===== config.mk =====
export PLATFORM = sky130hd
export DESIGN_NAME = utf8_sanitize_append
export DESIGN_NICKNAME = d
export VERILOG_FILES = /design/src/rtl/core/utf8sa_pkg.sv /design/src/rtl/core/utf8_sanitize_append.sv
export SDC_FILE = /design/constraint.sdc
export NUM_CORES = 1
export LEC_CHECK = 0
export ABC_AREA = 1
export BUFFER_PORTS_ARGS = -buffer_cell sky130_fd_sc_hd__buf_4
export CAP_MARGIN = 20
export CORE_ASPECT_RATIO = 0.75
export CORE_MARGIN = 2
export CORE_UTILIZATION = 56
export DETAILED_ROUTE_END_ITERATION = 8
export PLACE_DENSITY = 0.79
export SLEW_MARGIN = 25
export SYNTH_ARGS = -nofsm -noshare
export SYNTH_HDL_FRONTEND = slang
export SYNTH_SLANG_ARGS = --single-unit

===== constraint.sdc =====
create_clock -name clk -period 7.16 [get_ports clk]
set_clock_uncertainty 0.2 [all_clocks]
set_input_delay 0.358 -clock clk [delete_from_list [all_inputs] [get_ports clk]]
set_output_delay 0.358 -clock clk [all_outputs]
set_load 0.03 [all_outputs]

===== src/rtl/core/utf8sa_pkg.sv =====
// shared constants, types and helpers of the utf-8 sanitizer
package utf8sa_pkg;

  localparam int unsigned CAP_W    = 11;
  localparam int unsigned MAX_OUT  = 8;
  localparam int unsigned PEND_MAX = 3;

  localparam logic [7:0] SLASH_CHAR = 8'h2F;

  typedef enum logic {
    CFG_STRIP_SLASH = 1'b0,
    CFG_CAPACITY    = 1'b1
  } cfg_index_t;

  // one buffered group of output beats
  typedef struct packed {
    logic [MAX_OUT-1:0][7:0] bytes;
    logic [3:0]              count;
    logic                    has_bytes;
    logic                    eos;
    logic                    trunc;
  } slot_t;

  // total length of a multi-byte form from its lead byte, 0 if not a lead
  function automatic logic [2:0] seq_len(input logic [7:0] b);
    if ((b & 8'hE0) == 8'hC0) return 3'd2;
    if ((b & 8'hF0) == 8'hE0) return 3'd3;
    if ((b & 8'hF8) == 8'hF0) return 3'd4;
    return 3'd0;
  endfunction

  function automatic logic [7:0] latin1_hi(input logic [7:0] b);
    return 8'hC0 | {6'd0, b[7:6]};
  endfunction

  function automatic logic [7:0] latin1_lo(input logic [7:0] b);
    return 8'h80 | {2'd0, b[5:0]};
  endfunction

endpackage


===== src/rtl/core/utf8_sanitize_append.sv =====
// utf8_sanitize_append: utf-8 pass-through with latin-1 fallback and capacity cutoff
//
// s_axis carries one source byte per beat: tdata is the byte, tuser says the
// beat holds a byte, tlast marks the end of the string. m_axis carries one
// output byte per beat: tlast marks the last beat caused by an input beat,
// tuser holds byte_valid, string_done and truncated.
// cfg is a write channel (index, data) that is always ready; index 0 sets
// slash stripping, index 1 sets the capacity and reloads the remaining room.
// An input beat is processed in the cycle it is accepted; its output beats
// are registered into a buffer entry and offered once older entries are sent.
// Each input beat yields 0 to 8 output beats, sent one per cycle from a
// two-entry result buffer while the receiver is ready, so the block takes
// one input beat per cycle while an entry is free, and the sustained rate
// is set by the output port: a latin-1 byte yields two output beats and an
// ascii byte one.
// When the receiver stalls, the current beat holds and input stalls once
// both buffer entries are full. Reset clears the lookahead, the stop flag
// and the buffer, restores the register defaults and reloads the room.
module utf8_sanitize_append #(
  parameter int unsigned MAX_CAPACITY = 1024
) (
  input  logic        clk,
  input  logic        rst,
  input  logic        s_axis_tvalid,
  output logic        s_axis_tready,
  input  logic [7:0]  s_axis_tdata,   // data_byte
  input  logic        s_axis_tuser,   // has_byte
  input  logic        s_axis_tlast,   // end_of_string
  output logic        m_axis_tvalid,
  input  logic        m_axis_tready,
  output logic [7:0]  m_axis_tdata,   // out_byte
  output logic [2:0]  m_axis_tuser,   // byte_valid, string_done, truncated
  output logic        m_axis_tlast,   // last_of_run
  input  logic        cfg_valid,
  output logic        cfg_ready,
  input  logic        cfg_index,
  input  logic [10:0] cfg_data
);
  import utf8sa_pkg::*;

  localparam int unsigned RW = $clog2(MAX_CAPACITY + 1);
  localparam int unsigned CW = (RW > CAP_W) ? RW : CAP_W;
  localparam int unsigned RESET_ROOM = (MAX_CAPACITY < 1024) ? MAX_CAPACITY : 1024;

  function automatic logic [RW-1:0] clamp_cap(input logic [CAP_W-1:0] c);
    if (CW'(c) > CW'(MAX_CAPACITY)) return RW'(MAX_CAPACITY);
    return RW'(c);
  endfunction

  logic             strip_slash;
  logic [CAP_W-1:0] capacity_bytes;
  logic [7:0]       pending_bytes [PEND_MAX];
  logic [1:0]       pending_count;
  logic [RW-1:0]    room_left;
  logic             stopped;

  slot_t      slot [2];
  logic [1:0] slot_full;
  logic [1:0] slot_full_next;
  logic       wr_ptr, rd_ptr;
  logic [2:0] rd_idx;

  logic             in_beat, out_beat, out_done;
  logic             cap_write;
  logic [7:0]       pending_bytes_next [PEND_MAX];
  logic [1:0]       pending_count_next;
  logic [RW-1:0]    room_left_next;
  logic             stopped_next;
  logic             slot_write;
  slot_t            slot_next;

  always_comb begin
    logic [7:0]  v;
    logic        has, eos, cont, complete, append, fresh;
    logic        is_slash, is_ascii, is_lead, dir_ok, stop_now, stopped_after;
    logic [2:0]  need, lc, dl, k;
    logic [7:0]  lb [4];
    logic [7:0]  d [4];
    logic [CW-1:0] room_ext, rem;
    logic [3:0]  n, jj;
    logic [7:0]  pair_byte;

    v   = s_axis_tdata;
    has = s_axis_tuser;
    eos = s_axis_tlast;
    pending_bytes_next = pending_bytes;

    need     = seq_len(pending_bytes[0]);
    cont     = has && (pending_count != 2'd0) && (v[7:6] == 2'b10);
    complete = cont && (({1'b0, pending_count} + 3'd1) >= need);
    append   = cont && !complete;
    fresh    = has && !cont;
    is_slash = strip_slash && (v == SLASH_CHAR);
    is_ascii = !v[7];
    is_lead  = (seq_len(v) != 3'd0);

    // latin-1 run: pending bytes, then possibly the new byte
    for (int i = 0; i < 3; i++) begin
      lb[i] = (2'(i) < pending_count) ? pending_bytes[i] : v;
      d[i]  = (complete && 2'(i) < pending_count) ? pending_bytes[i] : v;
    end
    lb[3] = v;
    d[3]  = v;

    lc = 3'd0;
    dl = 3'd0;
    if (stopped) begin
      lc = 3'd0;
    end else if (append) begin
      lc = eos ? ({1'b0, pending_count} + 3'd1) : 3'd0;
    end else if (complete) begin
      dl = {1'b0, pending_count} + 3'd1;
    end else if (fresh) begin
      lc = {1'b0, pending_count} +
           ((!is_slash && !is_ascii && (!is_lead || eos)) ? 3'd1 : 3'd0);
      dl = (!is_slash && is_ascii) ? 3'd1 : 3'd0;
    end else begin
      lc = eos ? {1'b0, pending_count} : 3'd0;
    end

    // latin-1 characters that fit form a prefix of the run
    room_ext = CW'(room_left);
    k = 3'd0;
    for (int i = 0; i < 4; i++) begin
      if (3'(i) < lc && room_ext >= CW'(2 * (i + 1))) k = 3'(i + 1);
    end
    rem      = room_ext - CW'({k, 1'b0});
    dir_ok   = (dl != 3'd0) && (k == lc) && (rem >= CW'(dl));
    stop_now = !stopped && ((k != lc) || ((dl != 3'd0) && !dir_ok));
    stopped_after = stopped || stop_now;
    n = {k, 1'b0} + (dir_ok ? {1'b0, dl} : 4'd0);

    for (int j = 0; j < MAX_OUT; j++) begin
      jj = 4'(j) - {k, 1'b0};
      pair_byte = (j % 2 == 0) ? latin1_hi(lb[j / 2]) : latin1_lo(lb[j / 2]);
      slot_next.bytes[j] = (4'(j) < {k, 1'b0}) ? pair_byte : d[jj[1:0]];
    end
    if (n == 4'd0) slot_next.bytes[0] = 8'd0;
    slot_next.count     = (n != 4'd0) ? n : 4'd1;
    slot_next.has_bytes = (n != 4'd0);
    slot_next.eos       = eos;
    slot_next.trunc     = stopped_after;
    slot_write          = in_beat && ((n != 4'd0) || eos);

    pending_count_next = pending_count;
    if (eos || stopped_after || complete) begin
      pending_count_next = 2'd0;
    end else if (append) begin
      pending_bytes_next[pending_count] = v;
      pending_count_next = pending_count + 2'd1;
    end else if (fresh) begin
      if (!is_slash && is_lead) begin
        pending_bytes_next[0] = v;
        pending_count_next = 2'd1;
      end else begin
        pending_count_next = 2'd0;
      end
    end

    room_left_next = eos ? clamp_cap(capacity_bytes) : RW'(rem - (dir_ok ? CW'(dl) : '0));
    stopped_next   = eos ? 1'b0 : stopped_after;
  end

  assign s_axis_tready = !slot_full[wr_ptr];
  assign in_beat       = s_axis_tvalid && s_axis_tready;
  assign cfg_ready     = 1'b1;
  assign cap_write     = cfg_valid && cfg_ready && (cfg_index_t'(cfg_index) == CFG_CAPACITY);

  assign m_axis_tvalid = slot_full[rd_ptr];
  assign out_beat      = m_axis_tvalid && m_axis_tready;
  assign m_axis_tlast  = ({1'b0, rd_idx} == (slot[rd_ptr].count - 4'd1));
  assign out_done      = out_beat && m_axis_tlast;
  assign m_axis_tdata  = slot[rd_ptr].bytes[rd_idx];
  assign m_axis_tuser  = {slot[rd_ptr].trunc, slot[rd_ptr].eos && m_axis_tlast,
                          slot[rd_ptr].has_bytes};

  always_ff @(posedge clk) begin
    if (rst) begin
      strip_slash    <= 1'b0;
      capacity_bytes <= CAP_W'(1024);
      pending_count  <= 2'd0;
      room_left      <= RW'(RESET_ROOM);
      stopped        <= 1'b0;
      for (int i = 0; i < PEND_MAX; i++) pending_bytes[i] <= 8'd0;
    end else begin
      if (in_beat) begin
        pending_bytes <= pending_bytes_next;
        pending_count <= pending_count_next;
        stopped       <= in_beat ? stopped_next : stopped;
      end
      // a capacity write reloads the room
      if (cap_write) begin
        room_left <= clamp_cap(cfg_data);
      end else if (in_beat) begin
        room_left <= room_left_next;
      end
      if (cfg_valid && cfg_ready) begin
        unique case (cfg_index_t'(cfg_index))
          CFG_STRIP_SLASH: strip_slash <= cfg_data[0];
          CFG_CAPACITY:    capacity_bytes <= cfg_data;
          default: ;
        endcase
      end
    end
  end

  always_comb begin
    slot_full_next = slot_full;
    if (slot_write) slot_full_next[wr_ptr] = 1'b1;
    if (out_done) slot_full_next[rd_ptr] = 1'b0;
  end

  // two-entry result buffer
  always_ff @(posedge clk) begin
    if (rst) begin
      slot_full <= 2'b00;
      wr_ptr    <= 1'b0;
      rd_ptr    <= 1'b0;
      rd_idx    <= 3'd0;
    end else begin
      slot_full <= slot_full_next;
      if (slot_write) begin
        wr_ptr <= !wr_ptr;
      end
      if (out_done) begin
        rd_ptr <= !rd_ptr;
        rd_idx <= 3'd0;
      end else if (out_beat) begin
        rd_idx <= rd_idx + 3'd1;
      end
    end
  end

  always_ff @(posedge clk) begin
    if (slot_write) slot[wr_ptr] <= slot_next;
  end

  a_no_accept_when_full: assert property (@(posedge clk) disable iff (rst)
    (slot_full == 2'b11) |-> !s_axis_tready)
    else $error("input accepted with result buffer full");

  a_count_nonzero: assert property (@(posedge clk) disable iff (rst)
    m_axis_tvalid |-> (slot[rd_ptr].count != 4'd0))
    else $error("result entry holds no beats");

  a_last_advances: assert property (@(posedge clk) disable iff (rst)
    out_done |=> (rd_ptr != $past(rd_ptr)) && (rd_idx == 3'd0))
    else $error("read side did not advance after last beat");

  a_room_bound: assert property (@(posedge clk) disable iff (rst)
    CW'(room_left) <= CW'(MAX_CAPACITY))
    else $error("room exceeds capacity limit");

  a_idx_in_range: assert property (@(posedge clk) disable iff (rst)
    m_axis_tvalid |-> ({1'b0, rd_idx} < slot[rd_ptr].count))
    else $error("beat index past entry count");

endmodule


==> impl_metrics.prom <==
# TYPE chip_impl_metric gauge
chip_impl_info{name="result_of_the_run",value="finished, final reports clean"} 1
chip_impl_metric{name="drt-vias-per-instance",unit=""} 5.80
chip_impl_metric{name="fin_util",unit="%"} 63.5
chip_impl_metric{name="static_leakage",unit="nW"} 4.57
chip_impl_info{name="clk_root_buffer_cell",value="sky130_fd_sc_hd__clkbuf_16"} 1
chip_impl_metric{name="netlist-cell-type-count",unit=""} 48
chip_impl_metric{name="routedWlPerCell",unit="µm"} 18.3
chip_impl_metric{name="synth_fp_nets",unit=""} 1233
chip_impl_metric{name="transition_at_the_pin_with_the_smallest_max_transition_slack",unit="ps"} 901
chip_impl_metric{name="syn-mean-instance-area",unit="µm²"} 8.79
chip_impl_metric{name="cts.sinks",unit=""} 200
chip_impl_metric{name="multi_input_area",unit="mm²"} 0.00425
chip_impl_info{name="synth.area.top_cells",value="sky130_fd_sc_hd__edfxtp_1, sky130_fd_sc_hd__dfxtp_1, sky130_fd_sc_hd__nand2_1"} 1
chip_impl_metric{name="yosys_register_bits",unit=""} 200
chip_impl_metric{name="cp_num_buf_inv",unit=""} 7
chip_impl_info{name="critPathSlowestCell",value="sky130_fd_sc_hd__dlygate4sd3_1"} 1
chip_impl_info{name="synth-main-ff-cell",value="sky130_fd_sc_hd__edfxtp_1"} 1
chip_impl_metric{name="drt-initial-drc-count",unit=""} 1217
chip_impl_metric{name="ff2ff_setup_slack",unit="ps"} 630
chip_impl_info{name="unrepaired_setup_endpoints_after_global_routing",value="false"} 1
chip_impl_metric{name="drc_errors",unit=""} 0
chip_impl_metric{name="post_route_wl",unit="µm"} 26900
chip_impl_info{name="critical-path-top-delay-family",value="simple AND/OR/NAND/NOR gates"} 1
chip_impl_metric{name="layout.cells.non_filler",unit=""} 1470
chip_impl_info{name="yosys.cell_count.top_type",value="sky130_fd_sc_hd__nand2_1"} 1
chip_impl_metric{name="port_buffers",unit=""} 40
chip_impl_metric{name="final_max_slew_viol_count",unit=""} 0
chip_impl_metric{name="clk_path_buf_depth",unit=""} 2
chip_impl_info{name="worst_r2r_endpoint",value="slot[1][18]$_DFFE_PP_"} 1
chip_impl_metric{name="seqCellArea",unit="mm²"} 0.00543
chip_impl_metric{name="preCtsSetupSlack",unit="ps"} 583
chip_impl_metric{name="synth_top_cell_area_share",unit="%"} 41.0
chip_impl_info{name="whs_endpoint",value="rd_idx[1]$_SDFFE_PP0P_"} 1
chip_impl_info{name="synth_common_cells",value="sky130_fd_sc_hd__nand2_1, sky130_fd_sc_hd__nor2_1, sky130_fd_sc_hd__edfxtp_1, sky130_fd_sc_hd__inv_1, sky130_fd_sc_hd__o21ai_0"} 1
chip_impl_metric{name="fmax",unit="MHz"} 151
chip_impl_metric{name="dpl.cell_count",unit=""} 1425
chip_impl_metric{name="grt_start_max_net_pins",unit=""} 73
chip_impl_metric{name="count_of_nets_after_finishing",unit=""} 1262
chip_impl_metric{name="route.vias.total",unit=""} 8520
chip_impl_metric{name="final.period_utilization",unit="%"} 92.2
chip_impl_metric{name="critical_path.max_stage_delay",unit="ps"} 530
chip_impl_info{name="worst_setup_ep_type",value="flip-flop"} 1
chip_impl_metric{name="grt_remaining_overflow",unit=""} 0
chip_impl_metric{name="numCtsBuffers",unit=""} 17
chip_impl_info{name="critPathMostFrequentCell",value="sky130_fd_sc_hd__nand2_1"} 1
chip_impl_info{name="timing.hold.worst.class",value="in2reg"} 1
chip_impl_metric{name="hold_depth",unit=""} 3
chip_impl_metric{name="placeableCoreArea",unit="mm²"} 0.0183
chip_impl_metric{name="seq_area_frac_synth",unit="%"} 52.2
chip_impl_metric{name="die-width",unit="µm"} 161
chip_impl_metric{name="layout-area-overhead-vs-synth",unit="%"} 12.1
chip_impl_metric{name="vias_in_the_first_global_route",unit=""} 7637
chip_impl_metric{name="critPathMaxFanout",unit=""} 32
chip_impl_metric{name="design.die.area",unit="mm²"} 0.0197
chip_impl_metric{name="setup_tns",unit="ps"} 0
chip_impl_metric{name="synth_area",unit="mm²"} 0.0104
chip_impl_metric{name="gpl.final_weighted_congestion",unit=""} 0.929
chip_impl_info{name="worstHoldStart",value="m_axis_tready"} 1
chip_impl_info{name="criticalPathCategory",value="in2reg"} 1
chip_impl_metric{name="grt_pass1_wl",unit="µm"} 41500
chip_impl_metric{name="post_route_cells_drive_above_1_share",unit="%"} 9.24
chip_impl_metric{name="final_period_minus_worst_setup_slack",unit="ps"} 6610
chip_impl_metric{name="cp.arrival",unit="ps"} 6540
chip_impl_metric{name="synth-edff-count",unit=""} 142
chip_impl_info{name="start_kind",value="primary input"} 1
chip_impl_metric{name="drt-pass1-iter-count",unit=""} 6
chip_impl_metric{name="hold_violations",unit=""} 0
chip_impl_metric{name="ys_async_sr_fraction",unit="%"} 0
chip_impl_metric{name="grt_antenna_before_repair",unit=""} 0
chip_impl_metric{name="syn_inst",unit=""} 1182
chip_impl_info{name="launching_point_of_the_worst_reg2reg_path",value="pending_count[0]$_SDFFE_PP0P_"} 1
chip_impl_metric{name="grt_usage",unit="%"} 27.7
chip_impl_metric{name="cp.required",unit="ps"} 7100
chip_impl_metric{name="dp_hpwl",unit="µm"} 18700
chip_impl_metric{name="vdd_drop_max",unit="mV"} 0.182
chip_impl_metric{name="cts-htree-levels",unit=""} 4
chip_impl_metric{name="floorplan.die.height",unit="µm"} 122
chip_impl_metric{name="fill_cell_total_of_the_finished_layout",unit=""} 1482
chip_impl_metric{name="setup_viol",unit=""} 0
chip_impl_metric{name="cellPowerDensity",unit="mW/mm²"} 240
chip_impl_metric{name="slew_headroom",unit="%"} 39.8
chip_impl_metric{name="top_level_ports",unit=""} 42
chip_impl_metric{name="worst_setup_hold_path_clk_slew",unit="ps"} 70
chip_impl_info{name="cts_tree",value="yes"} 1
chip_impl_metric{name="num_antenna_cells",unit=""} 0
chip_impl_metric{name="floorplan.initialDensity",unit="%"} 56.6
chip_impl_metric{name="route.antenna.remaining_nets",unit=""} 0
chip_impl_metric{name="reg2reg_depth",unit=""} 35
chip_impl_metric{name="timing.hold.ws",unit="ps"} 11.0
chip_impl_metric{name="setup_ws",unit="ps"} 555
chip_impl_info{name="synth_area_leader_cell",value="sky130_fd_sc_hd__edfxtp_1"} 1
chip_impl_metric{name="max_cap_viol_count",unit=""} 0
chip_impl_metric{name="synth-warning-count",unit=""} 0
chip_impl_metric{name="clock_latency",unit="ps"} 440
chip_impl_metric{name="core.rowCount",unit=""} 43
==> what timing repair did <==
action	in CTS	in global routing
endpoints found under the setup margin	0	64
setup buffers	0	0
hold buffers	14	0
hold endpoints to repair	19	0
gates resized for setup	0	1
==> per-stage QoR <==
stage	power, mW	area, µm²
detailed placement	1.85	10900
global placement	1.85	10900
finish	2.80	11600
global route	2.90	11600
CTS	2.79	11600
floorplan	1.70	10400
==> worst max path at each step <==
stage / startpoint / endpoint / depth (start not counted)
global route: s_axis_tdata[4] / slot[1][18]$_DFFE_PP_ / 37
floorplan: pending_count[1]$_SDFFE_PP0P_ / slot[1][0]$_DFFE_PP_ / 34
detailed placement: pending_count[0]$_SDFFE_PP0P_ / slot[1][34]$_DFFE_PP_ / 35
CTS: pending_count[0]$_SDFFE_PP0P_ / slot[1][18]$_DFFE_PP_ / 35
global placement: pending_count[0]$_SDFFE_PP0P_ / slot[1][58]$_DFFE_PP_ / 35
finish: s_axis_tdata[4] / slot[1][18]$_DFFE_PP_ / 38
==> sequential cells by signal, indices dropped and copies added (netlist names), named ones only <==
| signal | cells |
|---|---|
| slot | 142 |
| slot_full | 2 |
| stopped | 1 |
| pending_count | 2 |
| room_left | 11 |
| pending_bytes | 24 |
| rd_idx | 3 |
| capacity_bytes | 11 |
| rd_ptr | 1 |
| strip_slash | 1 |
| wr_ptr | 1 |
==> worst reg2reg max path: cells and delay by family (launching register included) <==
family	cells	cell delay, ps
AND/OR/NAND/NOR	22	2520
adder cells (fa/ha/maj)	6	1890
buffers and inverters	5	750
flip-flops	1	430
XOR/XNOR	1	240
AO/OA/AOI/OAI	1	190
==> cell type report <==
cell class | instances | area share, %
Clock inverter | 13 | 1.29
Sequential cell | 200 | 46.7
Clock buffer | 18 | 3.69
Timing Repair Buffer | 68 | 5.12
Multi-Input combinational cell | 799 | 36.5
Inverter | 125 | 4.07
Tap cell | 247 | 2.65
==> power breakdown <==
group	total (mW)	switching, mW	leakage [nW]	internal [mW]
clock	0.948	0.452	0.285	0.496
sequential	1.37	0.0377	1.79	1.33
combinational	0.481	0.325	2.50	0.156
total	2.80	0.816	4.57	1.98
==> cells by family after synthesis <==
logic type | share of synthesized area [%]
flops | 52.2
simple gates | 20.5
buf+inv | 6.85
other cells | 0.0361
xor+xnor | 1.10
mux | 2.41
compound gates | 13.8
fa+ha+maj | 3.11
==> placed cells by master, fill, tap and decap left out, drive strengths merged, types with 2 or more instances in the layout <==
cell and instances:
o221ai 23, nand3 43, a31oi 17, dfxtp 58, fa 3, xor2 9
buf 54, o311ai 3, edfxtp 142, a211oi 4, a221oi 6, clkinv 8
nor3 12, mux2i 25, o21ai 117, o32ai 7, xnor2 4, nand4 22
o22ai 7, nor4 2, nand2 262, o211ai 11, dlygate4sd3 14, a21oi 43
inv 129, nor2 151, clkbuf 18, ha 21
==> routing by layer <==
layer	vias to the layer above	global-route usage, %	wire (µm)
met5	-	0	0
met4	0	6.08	330
met3	32	7.18	3060
met2	427	39.6	11100
met1	3947	42.4	12300
li1	4114	-	-
Power figures use the tool's default switching activity.
